===== src/sv/skf_pkg.sv =====
package skf_pkg;

    // Datapath widths
    localparam int DATA_W = 32;
    localparam int FRAC_W = 16;
    localparam int GAIN_W = 17;
    localparam int PROD_W = GAIN_W + DATA_W + 1;
    localparam int IDX_W  = 2;
    localparam int PC_W   = 4;
    localparam int CNT_W  = 5;

    // Fixed-point constants
    localparam logic [GAIN_W-1:0] GAIN_ONE   = GAIN_W'(1) << FRAC_W;
    localparam logic [PROD_W-1:0] ROUND_HALF = PROD_W'(1) << (FRAC_W - 1);

    // Register reset values
    localparam logic [DATA_W-1:0] PROCESS_NOISE_RST = 32'd655;
    localparam logic [DATA_W-1:0] MEAS_NOISE_RST    = 32'd65536;
    localparam logic [DATA_W-1:0] INIT_COV_RST      = 32'd65536;

    // Register indexes
    localparam logic [IDX_W-1:0] REG_PROCESS_NOISE = 2'd0;
    localparam logic [IDX_W-1:0] REG_MEAS_NOISE    = 2'd1;
    localparam logic [IDX_W-1:0] REG_INIT_COV      = 2'd2;

    // Divider: one unshifted step, then FRAC_W shift-subtract steps
    localparam logic [CNT_W-1:0] DIV_STEPS = CNT_W'(FRAC_W);
    localparam logic [CNT_W-1:0] DIV_LAST  = CNT_W'(1);

    // Datapath operations
    typedef enum logic [3:0] {
        OP_NOP,
        OP_LOAD,
        OP_PRED,
        OP_DEN,
        OP_DIV0,
        OP_DIVN,
        OP_MULE,
        OP_UPDE,
        OP_MULP,
        OP_UPDP,
        OP_ZERO,
        OP_OUT
    } op_t;

    // Sequencer conditions
    typedef enum logic [2:0] {
        C_SEQ,
        C_WAIT_IN,
        C_JMP_DENZ,
        C_JMP_LOOP,
        C_WAIT_OUT,
        C_JMP
    } cond_t;

    typedef struct packed {
        op_t             op;
        cond_t           cond;
        logic [PC_W-1:0] target;
    } uword_t;

    // Program addresses
    localparam logic [PC_W-1:0] PC_START = 4'd0;
    localparam logic [PC_W-1:0] PC_DIVN  = 4'd4;
    localparam logic [PC_W-1:0] PC_ZERO  = 4'd9;
    localparam logic [PC_W-1:0] PC_OUT   = 4'd10;

    // Microcode program
    function automatic uword_t ucode_rom(input logic [PC_W-1:0] pc);
        uword_t w;
        case (pc)
            4'd0:    w = '{op: OP_LOAD, cond: C_WAIT_IN,  target: PC_START};
            4'd1:    w = '{op: OP_PRED, cond: C_SEQ,      target: PC_START};
            4'd2:    w = '{op: OP_DEN,  cond: C_JMP_DENZ, target: PC_ZERO};
            4'd3:    w = '{op: OP_DIV0, cond: C_SEQ,      target: PC_START};
            4'd4:    w = '{op: OP_DIVN, cond: C_JMP_LOOP, target: PC_DIVN};
            4'd5:    w = '{op: OP_MULE, cond: C_SEQ,      target: PC_START};
            4'd6:    w = '{op: OP_UPDE, cond: C_SEQ,      target: PC_START};
            4'd7:    w = '{op: OP_MULP, cond: C_SEQ,      target: PC_START};
            4'd8:    w = '{op: OP_UPDP, cond: C_JMP,      target: PC_OUT};
            4'd9:    w = '{op: OP_ZERO, cond: C_SEQ,      target: PC_START};
            4'd10:   w = '{op: OP_OUT,  cond: C_WAIT_OUT, target: PC_START};
            default: w = '{op: OP_NOP,  cond: C_JMP,      target: PC_START};
        endcase
        return w;
    endfunction

endpackage


===== src/sv/scalar_kalman_filter.sv =====
// Channel   Handshake                 Payload
// -------   -----------------------   ------------------------------------
// in        in_valid / in_stall       measurement (signed Q16.16)
// out       out_valid / out_stall     estimate (signed Q16.16), gain (Q1.16)
// cfg       cfg_valid / cfg_ready     cfg_index, cfg_data
//
// A measurement is taken only at the first program step, so the next one waits
// until the whole program has run; the 17-step restoring divide is most of it.
// With a zero denominator the divide and the updates are skipped.
// Reset clears the estimate and loads the covariance and registers with defaults.
// The result waits in an output register while the next item is taken; the
// sequencer holds at its last step only while an earlier result is still stalled.
module scalar_kalman_filter
(
    input  logic                        clk,
    input  logic                        rst_n,

    input  logic                        in_valid,
    output logic                        in_stall,
    input  logic signed [skf_pkg::DATA_W-1:0] measurement,

    output logic                        out_valid,
    input  logic                        out_stall,
    output logic signed [skf_pkg::DATA_W-1:0] estimate,
    output logic [skf_pkg::GAIN_W-1:0]  gain,

    input  logic                        cfg_valid,
    output logic                        cfg_ready,
    input  logic [skf_pkg::IDX_W-1:0]   cfg_index,
    input  logic [skf_pkg::DATA_W-1:0]  cfg_data
);

    localparam int DW = skf_pkg::DATA_W;
    localparam int GW = skf_pkg::GAIN_W;
    localparam int FW = skf_pkg::FRAC_W;
    localparam int PW = skf_pkg::PROD_W;

    // Control state
    logic [skf_pkg::PC_W-1:0]  pc_reg, pc_next;
    logic [skf_pkg::CNT_W-1:0] cnt_reg, cnt_next;
    logic                      out_valid_reg, out_valid_next;

    // Configuration and filter state
    logic [DW-1:0]        q_noise_reg, q_noise_next;
    logic [DW-1:0]        r_noise_reg, r_noise_next;
    logic [DW-1:0]        init_cov_reg, init_cov_next;
    logic signed [DW-1:0] est_reg, est_next;
    logic [DW-1:0]        cov_reg, cov_next;

    // Working registers
    logic signed [DW-1:0] meas_reg, meas_next;
    logic [DW-1:0]        pp_reg, pp_next;
    logic [DW:0]          den_reg, den_next;
    logic [DW+1:0]        rem_reg, rem_next;
    logic [GW-1:0]        quo_reg, quo_next;
    logic signed [DW:0]   err_reg, err_next;
    logic signed [PW-1:0] prod_reg, prod_next;
    logic signed [DW-1:0] estimate_reg, estimate_next;
    logic [GW-1:0]        gain_reg, gain_next;

    // Datapath nets
    skf_pkg::uword_t      uw;
    logic                 in_accept;
    logic                 out_busy;
    logic                 hold;
    logic                 jump;
    logic [DW:0]          pred_sum;
    logic [DW:0]          den_sum;
    logic [DW+1:0]        div_sh;
    logic                 div_ge;
    logic [DW+1:0]        div_diff;
    logic signed [GW:0]   mul_a;
    logic signed [DW+1:0] mul_b;
    logic signed [GW+DW+1:0] mul_full;
    logic signed [PW-1:0] prod_rnd;

    assign uw        = skf_pkg::ucode_rom(pc_reg);
    assign in_stall  = (pc_reg != skf_pkg::PC_START);
    assign in_accept = in_valid && !in_stall;
    assign out_busy  = out_valid_reg && out_stall;
    assign cfg_ready = 1'b1;

    assign out_valid = out_valid_reg;
    assign estimate  = estimate_reg;
    assign gain      = gain_reg;

    // Covariance prediction and gain denominator
    assign pred_sum = {1'b0, cov_reg} + {1'b0, q_noise_reg};
    assign den_sum  = {1'b0, pp_reg} + {1'b0, r_noise_reg};

    // Restoring divide step; the first step compares without a shift
    assign div_sh   = (uw.op == skf_pkg::OP_DIVN) ? {rem_reg[DW:0], 1'b0} : rem_reg;
    assign div_ge   = (div_sh >= {1'b0, den_reg});
    assign div_diff = div_sh - {1'b0, den_reg};

    // Shared multiplier: gain times error, or (one - gain) times covariance
    assign mul_a    = (uw.op == skf_pkg::OP_MULE) ? {1'b0, quo_reg}
                                                  : {1'b0, skf_pkg::GAIN_ONE - quo_reg};
    assign mul_b    = (uw.op == skf_pkg::OP_MULE) ? {err_reg[DW], err_reg}
                                                  : {2'b00, pp_reg};
    assign mul_full = (GW+DW+2)'(mul_a) * (GW+DW+2)'(mul_b);
    assign prod_rnd = prod_reg + skf_pkg::ROUND_HALF;

    // Sequencer and datapath
    always_comb
    begin
        pc_next        = pc_reg;
        cnt_next       = cnt_reg;
        out_valid_next = out_busy;
        q_noise_next   = q_noise_reg;
        r_noise_next   = r_noise_reg;
        init_cov_next  = init_cov_reg;
        est_next       = est_reg;
        cov_next       = cov_reg;
        meas_next      = meas_reg;
        pp_next        = pp_reg;
        den_next       = den_reg;
        rem_next       = rem_reg;
        quo_next       = quo_reg;
        err_next       = err_reg;
        prod_next      = prod_reg;
        estimate_next  = estimate_reg;
        gain_next      = gain_reg;
        hold           = 1'b0;
        jump           = 1'b0;

        // Next program step
        case (uw.cond)
            skf_pkg::C_WAIT_IN:  hold = !in_accept;
            skf_pkg::C_JMP_DENZ: jump = (den_sum == '0);
            skf_pkg::C_JMP_LOOP: jump = (cnt_reg != skf_pkg::DIV_LAST);
            skf_pkg::C_WAIT_OUT:
            begin
                hold = out_busy;
                jump = 1'b1;
            end
            skf_pkg::C_JMP:      jump = 1'b1;
            default:             jump = 1'b0;
        endcase

        if (hold)
            pc_next = pc_reg;
        else if (jump)
            pc_next = uw.target;
        else
            pc_next = pc_reg + skf_pkg::PC_W'(1);

        // Datapath operation of this step
        if (!hold)
        begin
            case (uw.op)
                skf_pkg::OP_LOAD: meas_next = measurement;
                skf_pkg::OP_PRED: pp_next = pred_sum[DW] ? '1 : pred_sum[DW-1:0];
                skf_pkg::OP_DEN:
                begin
                    den_next = den_sum;
                    rem_next = {2'b00, pp_reg};
                    quo_next = '0;
                    cnt_next = skf_pkg::DIV_STEPS;
                    err_next = {meas_reg[DW-1], meas_reg} - {est_reg[DW-1], est_reg};
                end
                skf_pkg::OP_DIV0:
                begin
                    rem_next = div_ge ? div_diff : div_sh;
                    quo_next = {quo_reg[GW-2:0], div_ge};
                end
                skf_pkg::OP_DIVN:
                begin
                    rem_next = div_ge ? div_diff : div_sh;
                    quo_next = {quo_reg[GW-2:0], div_ge};
                    cnt_next = cnt_reg - skf_pkg::CNT_W'(1);
                end
                skf_pkg::OP_MULE: prod_next = mul_full[PW-1:0];
                skf_pkg::OP_UPDE: est_next = est_reg + prod_rnd[DW+FW-1:FW];
                skf_pkg::OP_MULP: prod_next = mul_full[PW-1:0];
                skf_pkg::OP_UPDP: cov_next = prod_reg[DW+FW-1:FW];
                skf_pkg::OP_ZERO:
                begin
                    quo_next = '0;
                    cov_next = pp_reg;
                end
                skf_pkg::OP_OUT:
                begin
                    out_valid_next = 1'b1;
                    estimate_next  = est_reg;
                    gain_next      = quo_reg;
                end
                default: ;
            endcase
        end

        // Register writes; an unknown index is ignored
        if (cfg_valid && cfg_ready)
        begin
            case (cfg_index)
                skf_pkg::REG_PROCESS_NOISE: q_noise_next = cfg_data;
                skf_pkg::REG_MEAS_NOISE:    r_noise_next = cfg_data;
                skf_pkg::REG_INIT_COV:
                begin
                    init_cov_next = cfg_data;
                    cov_next      = cfg_data;
                end
                default: ;
            endcase
        end
    end

    // Control and filter state
    always_ff @(posedge clk or negedge rst_n)
    begin
        if (!rst_n)
        begin
            pc_reg        <= skf_pkg::PC_START;
            cnt_reg       <= '0;
            out_valid_reg <= 1'b0;
            q_noise_reg   <= skf_pkg::PROCESS_NOISE_RST;
            r_noise_reg   <= skf_pkg::MEAS_NOISE_RST;
            init_cov_reg  <= skf_pkg::INIT_COV_RST;
            est_reg       <= '0;
            cov_reg       <= skf_pkg::INIT_COV_RST;
        end
        else
        begin
            pc_reg        <= pc_next;
            cnt_reg       <= cnt_next;
            out_valid_reg <= out_valid_next;
            q_noise_reg   <= q_noise_next;
            r_noise_reg   <= r_noise_next;
            init_cov_reg  <= init_cov_next;
            est_reg       <= est_next;
            cov_reg       <= cov_next;
        end
    end

    // Working and output payload registers
    always_ff @(posedge clk)
    begin
        meas_reg     <= meas_next;
        pp_reg       <= pp_next;
        den_reg      <= den_next;
        rem_reg      <= rem_next;
        quo_reg      <= quo_next;
        err_reg      <= err_next;
        prod_reg     <= prod_next;
        estimate_reg <= estimate_next;
        gain_reg     <= gain_next;
    end

endmodule


===== config.mk =====
export PLATFORM = sky130hd
export DESIGN_NAME = scalar_kalman_filter
export DESIGN_NICKNAME = d
export VERILOG_FILES = /design/src/sv/skf_pkg.sv /design/src/sv/scalar_kalman_filter.sv
export SDC_FILE = /design/constraint.sdc
export NUM_CORES = 2
export LEC_CHECK = 0
export BUFFER_PORTS_ARGS = -buffer_cell sky130_fd_sc_hd__buf_4
export CAP_MARGIN = 40
export CORE_MARGIN = 1
export CORE_UTILIZATION = 62
export DETAILED_ROUTE_END_ITERATION = 16
export PLACE_DENSITY = 0.9
export SLEW_MARGIN = 30
export SYNTH_ARGS = -nofsm -noshare
export SYNTH_HDL_FRONTEND = slang
export SYNTH_SLANG_ARGS = --single-unit

===== constraint.sdc =====
create_clock -name clk -period 27.4 [get_ports clk]
set_input_delay 5.48 -clock clk [delete_from_list [all_inputs] [get_ports clk]]
set_output_delay 5.48 -clock clk [all_outputs]
set_load 0.05 [all_outputs]

======== Word-level counts from Yosys, hierarchy flattened ========
Memory sizes are Yosys's and may differ from the RTL's.
Index checks and enable logic that the tools add are counted.
cells by class
  eq/ne operators ......................... 19
  muxes and demuxes ....................... 16
  reduce and logical (&&, ||, !) cells .... 25
  order comparisons ....................... 1
  bitwise logic cells ..................... 1
  $add $sub $neg .......................... 9
  multiply operators ...................... 1
operator list
  kind                    count
  $mux 34                 3
  $mux 32                 3
  $pmux 34 s2             1
  $add 32x32->33          2
  $pmux 32 s2             1
  $add 48x16->48 const B  1
  $mul 18x34->48          1
  $ge 34x33->1            1
  $pmux 17 s2             1
  $sub 34x33->34          1
  $logic_not 33->1        1
  $sub 32x32->33          1
  $add 32x32->32          1
  $reduce_and 2->1        11
  $mux 17                 1
  $sub 17x17->17 const A  1
  $eq 4x3->1 const B      4
  $eq 4x4->1 const B      4
  $pmux 5 s2              1
  $eq 4x2->1 const B      2
  $reduce_or 2->1         4
  $eq 3x2->1 const B      2
  $eq 3x3->1 const B      2
  $reduce_bool 2->1       3
  other kinds (16)        19
storage, ports and cells
  logic and storage cells ................. 89
  input port bits ......................... 71
  memories kept ........................... 1
  register bits after elaboration ......... 416
  memory bits (read-only) ................. 176
  output and inout port bits .............. 52
memories
  memory           words  bits a word  read ports  clocked after memory_dff  wr ports  line           RTL
  (no name shown)  16     11           1           0                         0         skf_pkg.sv:71  case (pc)

======== Depth between registers and ports, before layout ========
  depth in word-level cells ............... 8
  gate-level depth with buffers ........... 36
  gate-level depth less buffers ........... 31

======== Least setup slack after synthesis ========
No wires, ideal clock.
  path kind ............................... input -> register
  from .................................... in out_stall
  to ...................................... reg estimate_reg[0], in the netlist estimate[0] (enable)
  setup slack ............................. 15.902 ns
  path buffers ............................ 2
  data arrival time ....................... 10.918 ns
  cell stages on the path ................. 6
  cell sequence ........................... nand4b_1 -> a21oi_1 -> o21a_1 -> clkbuf_1 -> clkbuf_1 -> nor4_1
on the way
  cells in the longest elaborated chain, start to end .. 4
RTL lines
  item                               line                         RTL
  start, declared                    scalar_kalman_filter.sv:23   input logic out_stall,
  $logic_and 1x1->1                  scalar_kalman_filter.sv:80   assign out_busy = out_valid_reg && out_stall;
  $pmux 1 s2                         scalar_kalman_filter.sv:128  case (uw.cond)
  $not 1->1 (no source line)         -
  $reduce_and 2->1 (no source line)  -
  end signal, assigned               scalar_kalman_filter.sv:245  estimate_reg <= estimate_next;
  end, declared                      scalar_kalman_filter.sv:58   logic signed [DW-1:0] estimate_reg, estimate_next;
Every way passes these cells.
A chain may end at the register's enable or synchronous reset.

======== Final worst setup path ========
  from .................................... reg pc_reg[0] (netlist name)
  to ...................................... reg prod_reg[46] (data pin)
on the way
  cells in the longest elaborated chain, start to end .. 4
  elaborated cells between the ends (all ways) .. 5
  classes of those cells .................. 1 x mul; 1 x eq/ne; 2 x mux; 1 x memory
RTL lines
  item                                       line                                                    RTL
  start, declared                            scalar_kalman_filter.sv:39                              logic [skf_pkg::PC_W-1:0] pc_reg, pc_next;
  start signal, assigned                     scalar_kalman_filter.sv:213                             pc_reg <= skf_pkg::PC_START;
  start signal, assigned                     scalar_kalman_filter.sv:224                             pc_reg <= pc_next;
  $mem_v2 16x11 *                            -
  $eq 4x3->1 *                               scalar_kalman_filter.sv:97, scalar_kalman_filter.sv:99
  $mux 17 / $mux 34 (equally long branches)  scalar_kalman_filter.sv:97, scalar_kalman_filter.sv:99
  $mul 18x34->48 *                           scalar_kalman_filter.sv:101                             assign mul_full = (GW+DW+2)'(mul_a) * (GW+DW+2)'(mul_b);
  net mul_full[46]                           scalar_kalman_filter.sv:74                              logic signed [GW+DW+1:0] mul_full;
  end signal, assigned                       scalar_kalman_filter.sv:244                             prod_reg <= prod_next;
  end, declared                              scalar_kalman_filter.sv:57                              logic signed [PW-1:0] prod_reg, prod_next;
Mark *: on every way through the listed nets, which the timed path passes. The rest lies on a longest branch.

==> out/qor.csv <==
stage,metric,value,unit
status,status,"finished, final reports clean",
hold_path,Hold EP,estimate[31],
sta,Setup TNS Final,0,ns
drt,Starting DRT DRC Count,3782,
clock_tree,clk buf depth,3,
sta,"Hold Violations, Final",0,
critical_path,crit-path max FO,35,
drt,met1 WL,45.4,mm
critical_path,Reg2Reg Depth,30,
grt,largest net degree at the start of global routing,77,
critical_path,Crit path buffers/inverters,6,
die,core box area,67600,µm²
grt,Tot GR Track Use,35.3,%
sta,Slew headroom,41.8,%
clock_tree,Num CTS Buffers,46,
finish,layout cells sized above 1,8.40,%
drt,top layer in use,met4,
clock_tree,post-CTS repair timing setup buffer count,0,
sta,Least-Margin Pin Slew,0.856,ns
sta,Setup Viol. Count Final,0,
finish,max FFs per register,34,
sta,Final Cycle Share,36.4,%
critical_path,RR Endpoint,prod_reg[46],
drt,via count,34963,
drt,final wirelength,121,mm
grt,global-route wire length before repair,192,mm
place,hpwl dp,92.6,mm
drt,wire per inst,21.5,µm
grt,number of global-route vias before repair,35463,
critical_path,Critical Path RT,27.75,ns
sta,pins over their slew limit,0,
sta,skew final,0.0358,ns
logic_synthesis,Unique masters post-synth,87,
place,Area after DPL,44800,µm²
sta,setup ws final,17.44,ns
finish,Final Net Count,5584,
logic_synthesis,Synth Instances,4625,
die,Starting Density,63.1,%
critical_path,Top delay family on crit path,adder cells,
die,Die H,264,µm
hold_path,hold path start,est_reg[31],
die,Die W,264,µm
clock_tree,Clock Pin Slew Worst Setup and Hold Paths,0.06,ns
critical_path,slowest CP cell,o21ai_0,
critical_path,CP arrival,10.31,ns
clock_tree,hold buffer count at CTS,0,
clock_tree,clock insertion delay at the later pin of the skew report,0.62,ns
critical_path,worst stage delay on the critical path,0.64,ns
drt,met2 wire length,54.4,mm
logic_synthesis,"FFs w/ async S/R, synth",34.4,%
critical_path,Setup CP Type,reg2reg,
clock_tree,CTS Sinks,401,
finish,Final Instance Area,46500,µm²
logic_synthesis,YS warnings,0,
job,max_cap viols,0,
die,die area,69900,µm²
drt,met3 routed wirelength,13.5,mm
drt,Via density,6.21,
critical_path,Critical Path End Type,flop,
place,Place WS,17.70,ns
clock_tree,CTS tree,yes,
drt,DRT Pass-1 Iters,8,
finish,area delta synth->final,8.86,%
grt,GRT overflow,0,
logic_synthesis,dominant synthesized flop cell,edfxtp_1,
hold_path,class of the worst hold path,reg2reg,
critical_path,CP dominant cell by count,fa_1,
die,# rows,95,
sta,minimum clock period,9.96,ns
critical_path,reg2reg setup slack,17.44,ns
clock_tree,Clock Root Buffer,clkbuf_16,
place,I/O Buffers,121,
logic_synthesis,"FF+latch count, synth",401,
logic_synthesis,post-synth net total,5495,
clock_tree,H-Tree Depth,2,
place,gp weighted congestion,0.956,
hold_path,Hold Crit Depth,0,
sta,RSZ-0062 raised after global routing,no,
die,# IOs,123,
critical_path,crit start category,flop,
sta,Max Freq,0.100,GHz
grt,antenna violations before repair,2,
logic_synthesis,"Seq/Total Area, Yosys",26.6,%
logic_synthesis,Post-synth EDFFs,263,
critical_path,RR Startpoint,pc_reg[0],
clock_tree,quantity of gates resized following cts,0,
drt,Post-DRT Antenna Nets,0,
logic_synthesis,Avg Inst Size Synth,9.23,µm²
drt,DRC errors left,0,
logic_synthesis,synthesized area,42700,µm²
-- synthesized netlist by cell type (all sizes together) (40+ instances only) --
library cell  number  share of area [%]
clkbuf           142                1.2
inv              728                6.4
a21o              91                1.6
o21ai            126                1.5
o21a              40               0.70
xor2              76                1.6
a21oi            250                3.0
fa               519                 24
ha               280                8.2
nor2             556                4.9
nand2            590                5.2
nand3             80               0.94
edfxtp           263                 18
dfrtp            130                7.6
mux2              66                1.7
xnor2            135                2.8
nor3              52               0.62
-- cell families after synthesis --
group,share of synthesized area (%)
other cells,0.00878
mux,2.58
fa+ha+maj,32.5
simple gates,15.1
buf+inv,7.79
compound gates,11.0
flops,26.6
xor+xnor,4.33
-- placed cells by master (no fill, tap or decap), types with 80 or more instances in the layout --
| cell | instances |
|---|---|
| xnor2_1 | 130 |
| fa_1 | 519 |
| a21oi_1 | 245 |
| ha_1 | 280 |
| o21ai_0 | 123 |
| buf_4 | 182 |
| nor2_1 | 550 |
| a21o_1 | 91 |
| nand2_1 | 589 |
| edfxtp_1 | 263 |
| inv_1 | 728 |
| dfrtp_1 | 130 |
| nand3_1 | 80 |
-- final cells by class --
type	count	area, µm²
diodes	3	7.51
multi-input cells	3341	28200
well taps	873	1090
inverters	728	2730
flip-flops and latches	401	11400
clock inverters	24	262
fillers	4794	21200
clock buffers	62	1280
repair buffers	196	1540
-- per-stage QoR --
stage | utilization [%] | hold WS (ns) | instances
after floorplan | - | 0.424 | 4625
after global placement | 66.1 | 0.449 | 5524
after detailed placement | 66.3 | 0.443 | 5532
after CTS | 68.6 | 0.456 | 5618
after global routing | 68.7 | 0.478 | 5626
final | 68.7 | 0.458 | 5628
-- worst max-delay path by stage --
stage / start / to / slack (ns) / depth (start not counted)
after floorplan: out_stall / estimate[0] / 15.90 / 6
after global placement: pc_reg[0] / prod_reg[46] / 17.83 / 29
after detailed placement: pc_reg[0] / prod_reg[46] / 17.70 / 31
after CTS: pc_reg[0] / prod_reg[46] / 17.66 / 31
after global routing: pc_reg[0] / prod_reg[46] / 16.96 / 32
final: pc_reg[0] / prod_reg[46] / 17.44 / 30
-- per-layer routing --
layer | track usage [%] | up-vias
met2 | 55.4 | 2256
met4 | 18.8 | 0
met1 | 46.5 | 16920
met5 | 0 | -
met3 | 7.25 | 533
li1 | - | 15254
Power is left out: the tool's default activity adds up to more than one toggle a clock period on the data nets, which glitch-free logic cannot reach.
